### config.mk
export PLATFORM = sky130hd
export DESIGN_NAME = gfa_ctrl
export DESIGN_NICKNAME = d
export VERILOG_FILES = /design/src/hdl/gfa_pkg.sv /design/src/hdl/gfa_ctrl.sv
export SDC_FILE = /design/constraint.sdc
export NUM_CORES = 1
export LEC_CHECK = 0
export BUFFER_PORTS_ARGS = -buffer_cell sky130_fd_sc_hd__buf_2
export CAP_MARGIN = 10
export CORE_UTILIZATION = 30
export CTS_BUF_LIST = sky130_fd_sc_hd__clkbuf_16
export CTS_CLUSTER_SIZE = 10
export DETAILED_ROUTE_END_ITERATION = 8
export PLACE_DENSITY = 0.52
export SLEW_MARGIN = 40
export SYNTH_ARGS = -nofsm -noshare
export SYNTH_HDL_FRONTEND = slang
export SYNTH_SLANG_ARGS = --single-unit
export TNS_END_PERCENT = 10
### constraint.sdc
create_clock -name clock -period 2.15 [get_ports clock]
set_clock_uncertainty 0.15 [all_clocks]
set_input_delay 0.5375 -clock clock [delete_from_list [all_inputs] [get_ports clock]]
set_output_delay 0.5375 -clock clock [all_outputs]
set_load 0.01 [all_outputs]
### src/hdl/gfa_pkg.sv
`default_nettype none
// ----------------------------------------------------------------------------
// Goldilocks field ALU package
// Shared constants, operation codes, controller states and the command and
// status bundles that join the controller to the datapath.
// ----------------------------------------------------------------------------
package gfa_pkg;

   localparam int FUNC_W = 3;
   localparam int DATA_W = 64;

   localparam logic [DATA_W-1:0] FIELD_P    = 64'hFFFF_FFFF_0000_0001;
   localparam logic [DATA_W-1:0] FOLD_K     = 64'h0000_0000_FFFF_FFFF;
   localparam logic [DATA_W-1:0] TWO_K      = 64'h0000_0001_FFFF_FFFE;
   localparam logic [DATA_W-1:0] HALF_P1    = 64'h7FFF_FFFF_8000_0001;
   localparam logic [DATA_W-1:0] INV_EXP    = 64'hFFFF_FFFE_FFFF_FFFF;
   localparam logic [DATA_W-1:0] FIELD_ONE  = 64'h0000_0000_0000_0001;
   localparam int                SQRT_SHIFT = 48;

   typedef enum logic [FUNC_W-1:0] {
      FUNC_ADD  = 3'd0,
      FUNC_SUB  = 3'd1,
      FUNC_MUL  = 3'd2,
      FUNC_SQRT = 3'd3,
      FUNC_HALF = 3'd4,
      FUNC_POW  = 3'd5,
      FUNC_INV  = 3'd6
   } func_type;

   typedef enum logic [3:0] {
      ST_IDLE,
      ST_LOAD,
      ST_ARITH1,
      ST_ARITH2,
      ST_SQRT,
      ST_POW_CHECK,
      ST_MUL_LOAD,
      ST_MUL0,
      ST_MUL1,
      ST_MUL2,
      ST_MUL3,
      ST_ACC,
      ST_FOLD1,
      ST_FOLD2,
      ST_FOLD3,
      ST_DONE
   } state_type;

   typedef enum logic [2:0] {
      KIND_AB,
      KIND_SQRT,
      KIND_RY,
      KIND_YY,
      KIND_FINAL
   } kind_type;

   typedef enum logic [1:0] {
      MS_AB,
      MS_RY,
      MS_YY
   } mul_src_type;

   typedef enum logic [1:0] {
      WB_NONE,
      WB_R,
      WB_Y,
      WB_RES
   } wb_sel_type;

   typedef struct packed {
      logic        capture;
      logic        canon;
      logic        arith1;
      logic        arith2;
      logic        mul_load;
      mul_src_type mul_src;
      logic        mul_step;
      logic [1:0]  step_idx;
      logic        acc_clear;
      logic        acc_add;
      logic        sqrt_load;
      logic        fold1;
      logic        fold2;
      wb_sel_type  wb_sel;
      logic        exp_shift;
      logic        set_one;
   } cmd_type;

   typedef struct packed {
      func_type func;
      logic     exp_zero;
      logic     exp_one;
      logic     exp_odd;
   } status_type;

endpackage
`default_nettype wire

### src/hdl/gfa_ctrl.sv
`default_nettype none
// ----------------------------------------------------------------------------
// Goldilocks field ALU controller
// Sequences each operation word through the datapath: operand reduction,
// arithmetic, shift-and-fold, multiplier passes and square-and-multiply.
// ----------------------------------------------------------------------------
module gfa_ctrl (
   input  wire logic               clock,
   input  wire logic               reset,
   input  wire logic               req_valid,
   input  wire logic               rsp_ready,
   input  wire gfa_pkg::status_type status,
   output logic                    req_ready,
   output logic                    rsp_valid,
   output gfa_pkg::cmd_type        cmd
);
   import gfa_pkg::*;

   state_type state_ff, state_in;
   kind_type  kind_ff,  kind_in;

   always_ff @(posedge clock) begin
      if (reset) begin
         state_ff <= ST_IDLE;
         kind_ff  <= KIND_AB;
      end else begin
         state_ff <= state_in;
         kind_ff  <= kind_in;
      end
   end

   always_comb begin
      state_in  = state_ff;
      kind_in   = kind_ff;
      cmd       = '0;
      req_ready = 1'b0;
      rsp_valid = 1'b0;

      unique case (state_ff)
         ST_IDLE: begin
            req_ready = 1'b1;
            if (req_valid) begin
               cmd.capture = 1'b1;
               state_in    = ST_LOAD;
            end
         end
         ST_LOAD: begin
            cmd.canon = 1'b1;
            unique case (status.func)
               FUNC_MUL: begin
                  kind_in  = KIND_AB;
                  state_in = ST_MUL_LOAD;
               end
               FUNC_SQRT: state_in = ST_SQRT;
               FUNC_POW, FUNC_INV: state_in = ST_POW_CHECK;
               default: state_in = ST_ARITH1;
            endcase
         end
         ST_ARITH1: begin
            cmd.arith1 = 1'b1;
            state_in   = ST_ARITH2;
         end
         ST_ARITH2: begin
            cmd.arith2 = 1'b1;
            state_in   = ST_DONE;
         end
         ST_SQRT: begin
            cmd.sqrt_load = 1'b1;
            kind_in       = KIND_SQRT;
            state_in      = ST_FOLD1;
         end
         ST_POW_CHECK: begin
            priority if (status.exp_zero) begin
               cmd.set_one = 1'b1;
               state_in    = ST_DONE;
            end else if (status.exp_one) begin
               kind_in  = KIND_FINAL;
               state_in = ST_MUL_LOAD;
            end else if (status.exp_odd) begin
               kind_in  = KIND_RY;
               state_in = ST_MUL_LOAD;
            end else begin
               kind_in  = KIND_YY;
               state_in = ST_MUL_LOAD;
            end
         end
         ST_MUL_LOAD: begin
            cmd.mul_load = 1'b1;
            unique case (kind_ff)
               KIND_AB: cmd.mul_src = MS_AB;
               KIND_YY: cmd.mul_src = MS_YY;
               default: cmd.mul_src = MS_RY;
            endcase
            state_in = ST_MUL0;
         end
         ST_MUL0: begin
            cmd.mul_step  = 1'b1;
            cmd.step_idx  = 2'd0;
            cmd.acc_clear = 1'b1;
            state_in      = ST_MUL1;
         end
         ST_MUL1: begin
            cmd.mul_step = 1'b1;
            cmd.step_idx = 2'd1;
            cmd.acc_add  = 1'b1;
            state_in     = ST_MUL2;
         end
         ST_MUL2: begin
            cmd.mul_step = 1'b1;
            cmd.step_idx = 2'd2;
            cmd.acc_add  = 1'b1;
            state_in     = ST_MUL3;
         end
         ST_MUL3: begin
            cmd.mul_step = 1'b1;
            cmd.step_idx = 2'd3;
            cmd.acc_add  = 1'b1;
            state_in     = ST_ACC;
         end
         ST_ACC: begin
            cmd.acc_add = 1'b1;
            state_in    = ST_FOLD1;
         end
         ST_FOLD1: begin
            cmd.fold1 = 1'b1;
            state_in  = ST_FOLD2;
         end
         ST_FOLD2: begin
            cmd.fold2 = 1'b1;
            state_in  = ST_FOLD3;
         end
         ST_FOLD3: begin
            unique case (kind_ff)
               KIND_RY: begin
                  cmd.wb_sel = WB_R;
                  kind_in    = KIND_YY;
                  state_in   = ST_MUL_LOAD;
               end
               KIND_YY: begin
                  cmd.wb_sel    = WB_Y;
                  cmd.exp_shift = 1'b1;
                  state_in      = ST_POW_CHECK;
               end
               default: begin
                  cmd.wb_sel = WB_RES;
                  state_in   = ST_DONE;
               end
            endcase
         end
         ST_DONE: begin
            rsp_valid = 1'b1;
            if (rsp_ready) begin
               state_in = ST_IDLE;
            end
         end
         default: state_in = ST_IDLE;
      endcase
   end

   // A word is taken only when no result is pending.
   a_no_overlap: assert property (@(posedge clock) disable iff (reset)
      !(req_ready && rsp_valid))
      else $error("request taken while a result is pending");

   a_accept_load: assert property (@(posedge clock) disable iff (reset)
      (req_valid && req_ready) |=> (state_ff == ST_LOAD))
      else $error("accepted word not followed by operand load");

   // After the conditional multiply the same bit always squares the base.
   a_ry_then_yy: assert property (@(posedge clock) disable iff (reset)
      (state_ff == ST_FOLD3 && kind_ff == KIND_RY)
      |=> (state_ff == ST_MUL_LOAD && kind_ff == KIND_YY))
      else $error("square step skipped after conditional multiply");

   a_shift_live: assert property (@(posedge clock) disable iff (reset)
      cmd.exp_shift |-> (!status.exp_zero && !status.exp_one))
      else $error("exponent shifted past its last bit");

   a_one_step: assert property (@(posedge clock) disable iff (reset)
      $onehot0({cmd.canon, cmd.arith1, cmd.arith2, cmd.mul_load, cmd.sqrt_load,
                cmd.fold1, cmd.fold2, cmd.set_one}))
      else $error("conflicting datapath commands");

endmodule
`default_nettype wire

After elaboration in Yosys (flattened, before gate mapping)

Cells that the tools add are included.

Memories: 0
Memory bits (read-only): 0
Input bits: 10
Latch bits: 0
Logic and storage cells: 68
Memory bits (writable): 0
Register bits: 7

Shift-type cells: 0
Order comparisons: 0
Mux-type cells: 32
Multipliers: 0
$add $sub $neg: 0
Equality and inequality tests: 26
Bitwise operators: 0
Reductions and logical operators: 8
Divide/modulo/power cells: 0

Operator list:

| cell                                                                     | number |
|---|---|
| 4-bit case mux with 15 select lines                                      | 1 |
| 4-bit == test (second input constant)                                    | 8 |
| 3-bit case mux with 4 select lines                                       | 2 |
| 3-bit 2-to-1 mux                                                         | 6 |
| 4-bit by 3-bit == test with 1-bit output (second input constant)         | 4 |
| 1-bit 2-to-1 mux                                                         | 16 |
| 3-bit by 2-bit == test with 1-bit output (second input constant)         | 4 |
| 4-bit 2-to-1 mux                                                         | 3 |
| 3-bit case mux with 3 select lines                                       | 1 |
| 4-bit by 2-bit == test with 1-bit output (second input constant)         | 2 |
| 2-bit inequality test (second input constant)                            | 4 |
| 2-bit case mux with 2 select lines                                       | 2 |
| 4-bit case mux with 2 select lines                                       | 1 |
| 3-bit == test (second input constant)                                    | 2 |
| 4-bit by 1-bit == test with 1-bit output (second input constant)         | 1 |
| 4-bit zero test                                                          | 1 |
| 4-bit AND reduction                                                      | 1 |
| 4-bit nonzero test                                                       | 1 |
| 2-bit OR reduction                                                       | 2 |
| 4-bit OR reduction                                                       | 1 |
| 3-bit zero test                                                          | 1 |
| 2-bit by 1-bit inequality test with 1-bit output (second input constant) | 1 |
| 2-bit AND reduction                                                      | 1 |

Logic depth before layout (Yosys ltp)

Gate-level depths: netlist (run 1).

Depth after elaboration: 4
Mapped depth: 6
Gate-level depth less buffers: 4

Worst setup path after synthesis (run 1)

OpenSTA, ideal clock, no wires.

Kind: register to output
Start: register state_ff[2]
End: output cmd[12] (netlist bit)
Arrival time: 1.216 ns
Stages on the path, launching flop included: 5
Data required time: 1.462 ns
Path slack: 0.246 ns
Cell sequence: dfxtp_1 buf_6 clkbuf_1 nand2_1 a211oi_1

RTL lines:

| what                     | RTL line       | text |
|---|---|---|
| start: declaration       | gfa_ctrl.sv:19 | `state_type state_ff, state_in;` |
| start signal: assignment | gfa_ctrl.sv:27 | `state_ff <= state_in;` |
| end: declaration         | gfa_ctrl.sv:15 | `output gfa_pkg::cmd_type cmd` |

==> reports/qor.yml, run 1 <==
run_status:
  status: "finished clean"
cells_and_area:
  fill_cells: 259
  syn2layout_area_growth_pct: 35.7
  final_common_cell: "buf_2"
  stdcell_count: 161
  finalCoreUtilization: 0.441
  nets: 144
  drive_gt1_frac: 0.368
  antennaDiodeCount: 0
  final_cell_mix: "buf_2 (30), nor2_1 (13), nand2_1 (7), nand2b_1 (7), a21oi_1 (7)"
floorplan:
  start_util: 0.325
  die_x_um: 51.4
  dieArea_mm2: 0.00264
  row_count: 17
  io_pins: 31
  core-area_mm2: 0.00225
  dieHeight_um: 51.4
timing:
  maxSlewHeadroom: 0.776
  finalHoldViolations: 0
  fmax_ghz: 0.488
  worst_slew_pin_slew_ns: 0.333
  drv_slew: 0
  setup-violations-final: 0
  final.setup.tns_ns: 0
  rsz0062_at_grt: "no"
  finalCriticalPeriod_ns: 2.05
  whs_ns: 0.383
  post-route-period-util: 0.954
placement:
  dp_hpwl_mm: 1.55
  io_buffers: 30
  gp_congestion: 0.876
  post-place-cells: 157
routing:
  top_layer: "met4"
  wl_met3_um: 139
  met1_length_mm: 1.03
  drcViolationCount: 0
  drt_iter0_drc: 21
  wl_mm: 2.01
  route.met2.wl_um: 767
  wl_per_cell_um: 12.5
  final_antenna_net_count: 0
  dr.pass1.iters: 4
  viasPerCell: 5.15
  dr_total_vias: 829
synthesis:
  synth_seq_area_share: 0.191
  synth-seq-cells: 7
  syn_area_um2: 732
  postSynthAreaPerCell_um2: 7.18
  synth_nets: 112
  synth.distinct_cells: 42
  syn_inst: 102
  yosys_warnings: 0
power_and_ir_drop:
  total_power_mw: 1.37
  p_int_mw: 0.779
  seqPwrFrac: 0.200
  power.switching_mw: 0.591
  ir_drop_v: 0.000747
  leakage_nw: 0.426
  p_clk_frac: 0.228
  p_comb_frac: 0.572
  power.density_mw_per_mm2: 1380
  p_sw_frac: 0.431
setup_path:
  critPathCaptureType: "output pin"
  critPathKind: "reg -> out"
  cp-start-kind: "flip-flop"
  arrival_ns: 1.36
  path_max_fanout: 13
  cp_data_required_time_ns: 1.46
clock_network:
  clk_latency_ns: 0.23
  cts_buffer_depth: 2
  cts.hold.buffers_added: 0
  path_clk_slew_ns: 0.04
  cts_tree: "done"
  htreeDepth: 1
  numCtsBuffers: 3
  ctsRootBufferMaster: "clkbuf_16"
  cts.sinks: 7
job:
  cap_violations: 0
grt:
  grt_max_degree: 14
  antenna_found_initial: 0
  grt_overflow: 0
  grt_pass1_vias: 695
  grt_pass1_wl_mm: 3.15
  grt_usage: 0.162
hold_path:
  hold_path.class: "reg -> reg"
-- worst max-delay path, stage by stage, from the launching register on --
cell     delay, ns
dfxtp_2       0.39
or2_4         0.27
buf_4         0.16
nor3_1        0.15
buf_2         0.16
-- cells in the mapped netlist --
cell type  number  area share
nor3_1          5       0.034
o31a_1          1       0.012
a311oi_2        1       0.021
inv_1           5       0.026
or2_1           1      0.0086
mux2i_1         1       0.014
nand2b_1        7       0.060
dfxtp_1         7        0.19
o21ai_2         1       0.012
nand4_1         1      0.0086
nor4b_2         1       0.021
o32ai_1         1       0.012
buf_6           2       0.031
buf_2           4       0.027
a21oi_1         7       0.048
and2_1          2       0.017
a311oi_1        1       0.012
and3_4          1       0.015
a31oi_1         2       0.017
nand4b_1        1       0.012
a211oi_2        1       0.017
nor2_1         13       0.067
xnor2_1         3       0.036
clkbuf_1        2       0.010
nor2b_1         1      0.0086
xor2_1          2       0.024
nor4b_1         1       0.012
or3_1           1      0.0086
nand2_1         7       0.036
a211o_1         1       0.012
o31ai_2         1       0.017
nor4_1          1      0.0086
o22ai_1         1      0.0086
o211ai_1        2       0.021
nand3b_1        2       0.021
nand3_1         3       0.021
o2bb2ai_1       1       0.012
buf_1           1      0.0051
a211oi_1        2       0.021
o32a_1          1       0.014
o21ai_0         2       0.014
nor3b_1         1       0.010
-- layer usage --
metal,vias up,track usage
met5,-,0
met4,0,0.117
met3,7,0.0179
met2,35,0.225
met1,357,0.227
li1,430,-
-- layout make-up --
| class | count | area (um2) | share of cell area |
|---|---|---|---|
| sequential | 7 | 144 | 0.145 |
| multi-input combinational | 81 | 522 | 0.525 |
| tap | 28 | 35.0 | 0.0353 |
| timing repair buffer | 36 | 195 | 0.196 |
| clock buffer | 3 | 75.1 | 0.0756 |
| inverter | 5 | 18.8 | 0.0189 |
| clock inverter | 1 | 3.75 | 0.00378 |
-- sequential cells by signal, summed over array words and instances, names as in the netlist --
register  flops
state_ff      4
kind_ff       3
-- power groups by stage --
stage	logic [mW]	registers (mW)	clock network (mW)
6_report	0.784	0.274	0.312
5_1_grt	0.862	0.286	0.326
4_1_cts	0.784	0.270	0.315
3_5_place_dp	0.764	0.266	0
3_3_place_gp	0.768	0.263	0
2_1_floorplan	0.639	0.197	0
-- stage by stage --
| stage | setup WS, ns | area (um2) |
|---|---|---|
| 2_1_floorplan | 0.246 | 732 |
| 3_3_place_gp | 0.230 | 908 |
| 3_5_place_dp | 0.207 | 908 |
| 4_1_cts | 0.0192 | 992 |
| 5_1_grt | 0.0199 | 993 |
| 6_report | 0.0999 | 993 |
-- logic make-up after synthesis --
kind of cell	Yosys count	share of synthesized area
XOR/XNOR	5	0.0598
buffers and inverters	14	0.0991
multiplexers	1	0.0137
AND/OR/NAND/NOR	49	0.368
AO/OA/AOI/OAI	26	0.268
flip-flops	7	0.191
-- what timing repair did --
item                       CTS  global route
setup endpoints to repair    1             9
resized for setup            3             1
buffers inserted             0             0
-- path summary, 6_finish.rpt --
kind,slack (ns),startpoint,depth (start not counted),endpoint
min reg2reg,0.38,kind_ff[0],2,kind_ff[0]
max reg2reg,0.32,state_ff[3],5,kind_ff[1]
max,0.1,state_ff[3],4,cmd[0]
min,0.38,kind_ff[0],2,kind_ff[0]
Power figures use the tool's default switching activity.
==> inputs of run 2 (changes only) <==
--- a/config.mk
+++ b/config.mk
@@ -11,6 +11,7 @@
 export CTS_BUF_LIST = sky130_fd_sc_hd__clkbuf_16
 export CTS_CLUSTER_SIZE = 10
 export DETAILED_ROUTE_END_ITERATION = 8
+export GPL_TIMING_DRIVEN = 0
 export PLACE_DENSITY = 0.52
 export SLEW_MARGIN = 40
 export SYNTH_ARGS = -nofsm -noshare
==> reports/qor.yml, run 2 (same netlist as run 1, synthesis figures left out) <==
clock_network:
  ctsRootBufferMaster: "clkbuf_16"
  htreeDepth: 1  # unchanged
  cts.sinks: 7  # unchanged
  cts_setup_buffers: 0  # unchanged
  cts_tree: "done"
  clk_latency_ns: 0.23  # about the same
  path_clk_slew_ns: 0.04  # about the same
  numCtsBuffers: 3  # unchanged
  cts_buffer_depth: 2  # unchanged
job:
  cap_violations: 0  # unchanged
timing:
  maxSlewHeadroom: 0.682  # -0.0937
  drv_slew: 0  # unchanged
  whs_ns: 0.384  # +0.000790 ns
  rsz0062_at_grt: "no"
  post-route-period-util: 0.958  # +0.00489
  worst_slew_pin_slew_ns: 0.476  # +0.142 ns
  final.setup.tns_ns: 0  # unchanged
  finalHoldViolations: 0  # unchanged
  finalCriticalPeriod_ns: 2.06  # +0.0105 ns
  setup-violations-final: 0  # unchanged
  fmax_ghz: 0.485  # -0.51%
placement:
  post-place-cells: 159  # +1.3%
  gp_congestion: 0.840  # -4.2%
  dp_hpwl_mm: 1.50  # -2.8%
  io_buffers: 29  # -3.3%
routing:
  dr_total_vias: 841  # +1.4%
  wl_mm: 2.03  # +1.4%
  drt_iter0_drc: 23  # +9.5%
  drcViolationCount: 0  # unchanged
  dr.pass1.iters: 4  # unchanged
  final_antenna_net_count: 0  # unchanged
  wl_per_cell_um: 12.5  # +0.15%
  viasPerCell: 5.16  # +0.20%
cells_and_area:
  final_common_cell: "buf_2"
  drive_gt1_frac: 0.370  # +0.00195
  largest_reg_flops: 4  # unchanged
  fill_cells: 245  # -5.4%
  syn2layout_area_growth_pct: 38.8
  top_register: "state_ff"
  top_regs: "state_ff (4), kind_ff (3)"
  antennaDiodeCount: 0  # unchanged
  final_cell_mix: "buf_2 (32), nor2_1 (13), nand2b_1 (7), a21oi_1 (7), dfxtp_1 (7)"
  stdcell_count: 163  # +1.2%
  nets: 146  # +1.4%
floorplan:
  core-area_mm2: 0.00225  # unchanged
  die_x_um: 51.4  # unchanged
  dieHeight_um: 51.4  # unchanged
  dieArea_mm2: 0.00264  # unchanged
  start_util: 0.325  # unchanged
  io_pins: 31  # unchanged
  row_count: 17  # unchanged
power_and_ir_drop:
  power.density_mw_per_mm2: 1370  # -0.62%
  leakage_nw: 0.432  # +1.4%
  ir_drop_v: 0.000741  # -0.76%
setup_path:
  cp_data_required_time_ns: 1.46  # about the same
  critPathLaunch: "state_ff[2]"
  arrival_ns: 1.37  # about the same
  rr_worst_depth: 5  # unchanged
  cp-start-kind: "flip-flop"
  critPathCaptureType: "output pin"
  reg2reg_slack_ns: 0.32  # about the same
  path_max_fanout: 10  # -3
  critPathKind: "reg -> out"
  r2r_end: "kind_ff[1]"
  r2r-start: "state_ff[0]"
  endpoint: "cmd[17]"
grt:
  antenna_found_initial: 0  # unchanged
  grt_pass1_wl_mm: 3.11  # -1.1%
  grt_max_degree: 11  # -3
  grt_usage: 0.161  # -0.00133
  grt_overflow: 0  # unchanged
  grt_pass1_vias: 643  # -7.5%
hold_path:
  hold_path.class: "reg -> reg"
run_status:
  status: "finished clean"
-- run 2: changes by cell type in the layout (fill, tap and decap cells not counted), moves of 2 or more --
| cell | before | now |
|---|---|---|
| nor3_2 | 0 | 2 |
| nor3_1 | 5 | 3 |
| buf_4 | 6 | 1 |
| buf_6 | 0 | 2 |
| dfxtp_1 | 4 | 7 |
| dfxtp_2 | 3 | 0 |
| buf_2 | 30 | 32 |
-- run 2: worst min path at each step --
stage,to,start,cells after the start
after CTS,kind_ff[0],kind_ff[0],2
after detailed placement,kind_ff[0],kind_ff[0],2
after global routing,kind_ff[0],kind_ff[0],2
final,kind_ff[0],kind_ff[0],2
after floorplan,kind_ff[0],kind_ff[0],2
after global placement,kind_ff[0],kind_ff[0],2
-- run 2: through the flow --
stage | instance area [um2] | setup WS (ns) | power [mW] | util
2_1_floorplan | 732 | 0.246 | 0.836 | -
3_3_place_gp | 912 | 0.0576 | 1.04 | 0.405
3_5_place_dp | 912 | 0.0192 | 1.04 | 0.405
4_1_cts | 996 | 0.0193 | 1.37 | 0.442
5_1_grt | 1020 | 0.00554 | 1.49 | 0.451
6_report | 1020 | 0.0894 | 1.39 | 0.451
-- run 2: layer usage --
| metal | wire length [um] | global-route usage | vias up |
|---|---|---|---|
| met5 | 0 | 0 | - |
| met1 | 1080 | 0.230 | 371 |
| met2 | 791 | 0.225 | 35 |
| met3 | 117 | 0.0119 | 4 |
| met4 | 44 | 0.108 | 0 |
| li1 | - | - | 431 |
-- run 2: final cells by class --
cell class,count,area (um2),share of cell area
clock inverter,1,3.75,0.00369
inverter,5,18.8,0.0185
buffer,9,61.3,0.0603
timing repair buffer,29,145,0.143
clock buffer,3,75.1,0.0739
sequential,7,140,0.138
tap,28,35.0,0.0345
multi-input combinational,81,537,0.528
-- run 2: repair_timing --
| action | CTS | global route |
|---|---|---|
| hold buffers | 0 | 0 |
| gates resized for setup | 3 | 6 |
| endpoints found under the setup margin | 6 | 3 |
-- run 2: power by group --
group          internal [mW]  switching [mW]
sequential             0.170          0.0322
combinational          0.367           0.512
clock                  0.242          0.0692
total                  0.779           0.614
-- run 2: critical path, cell delays in order (launching register included) --
cell	delay, ns
dfxtp_1	0.30
buf_6	0.14
nor4b_2	0.48
buf_2	0.22
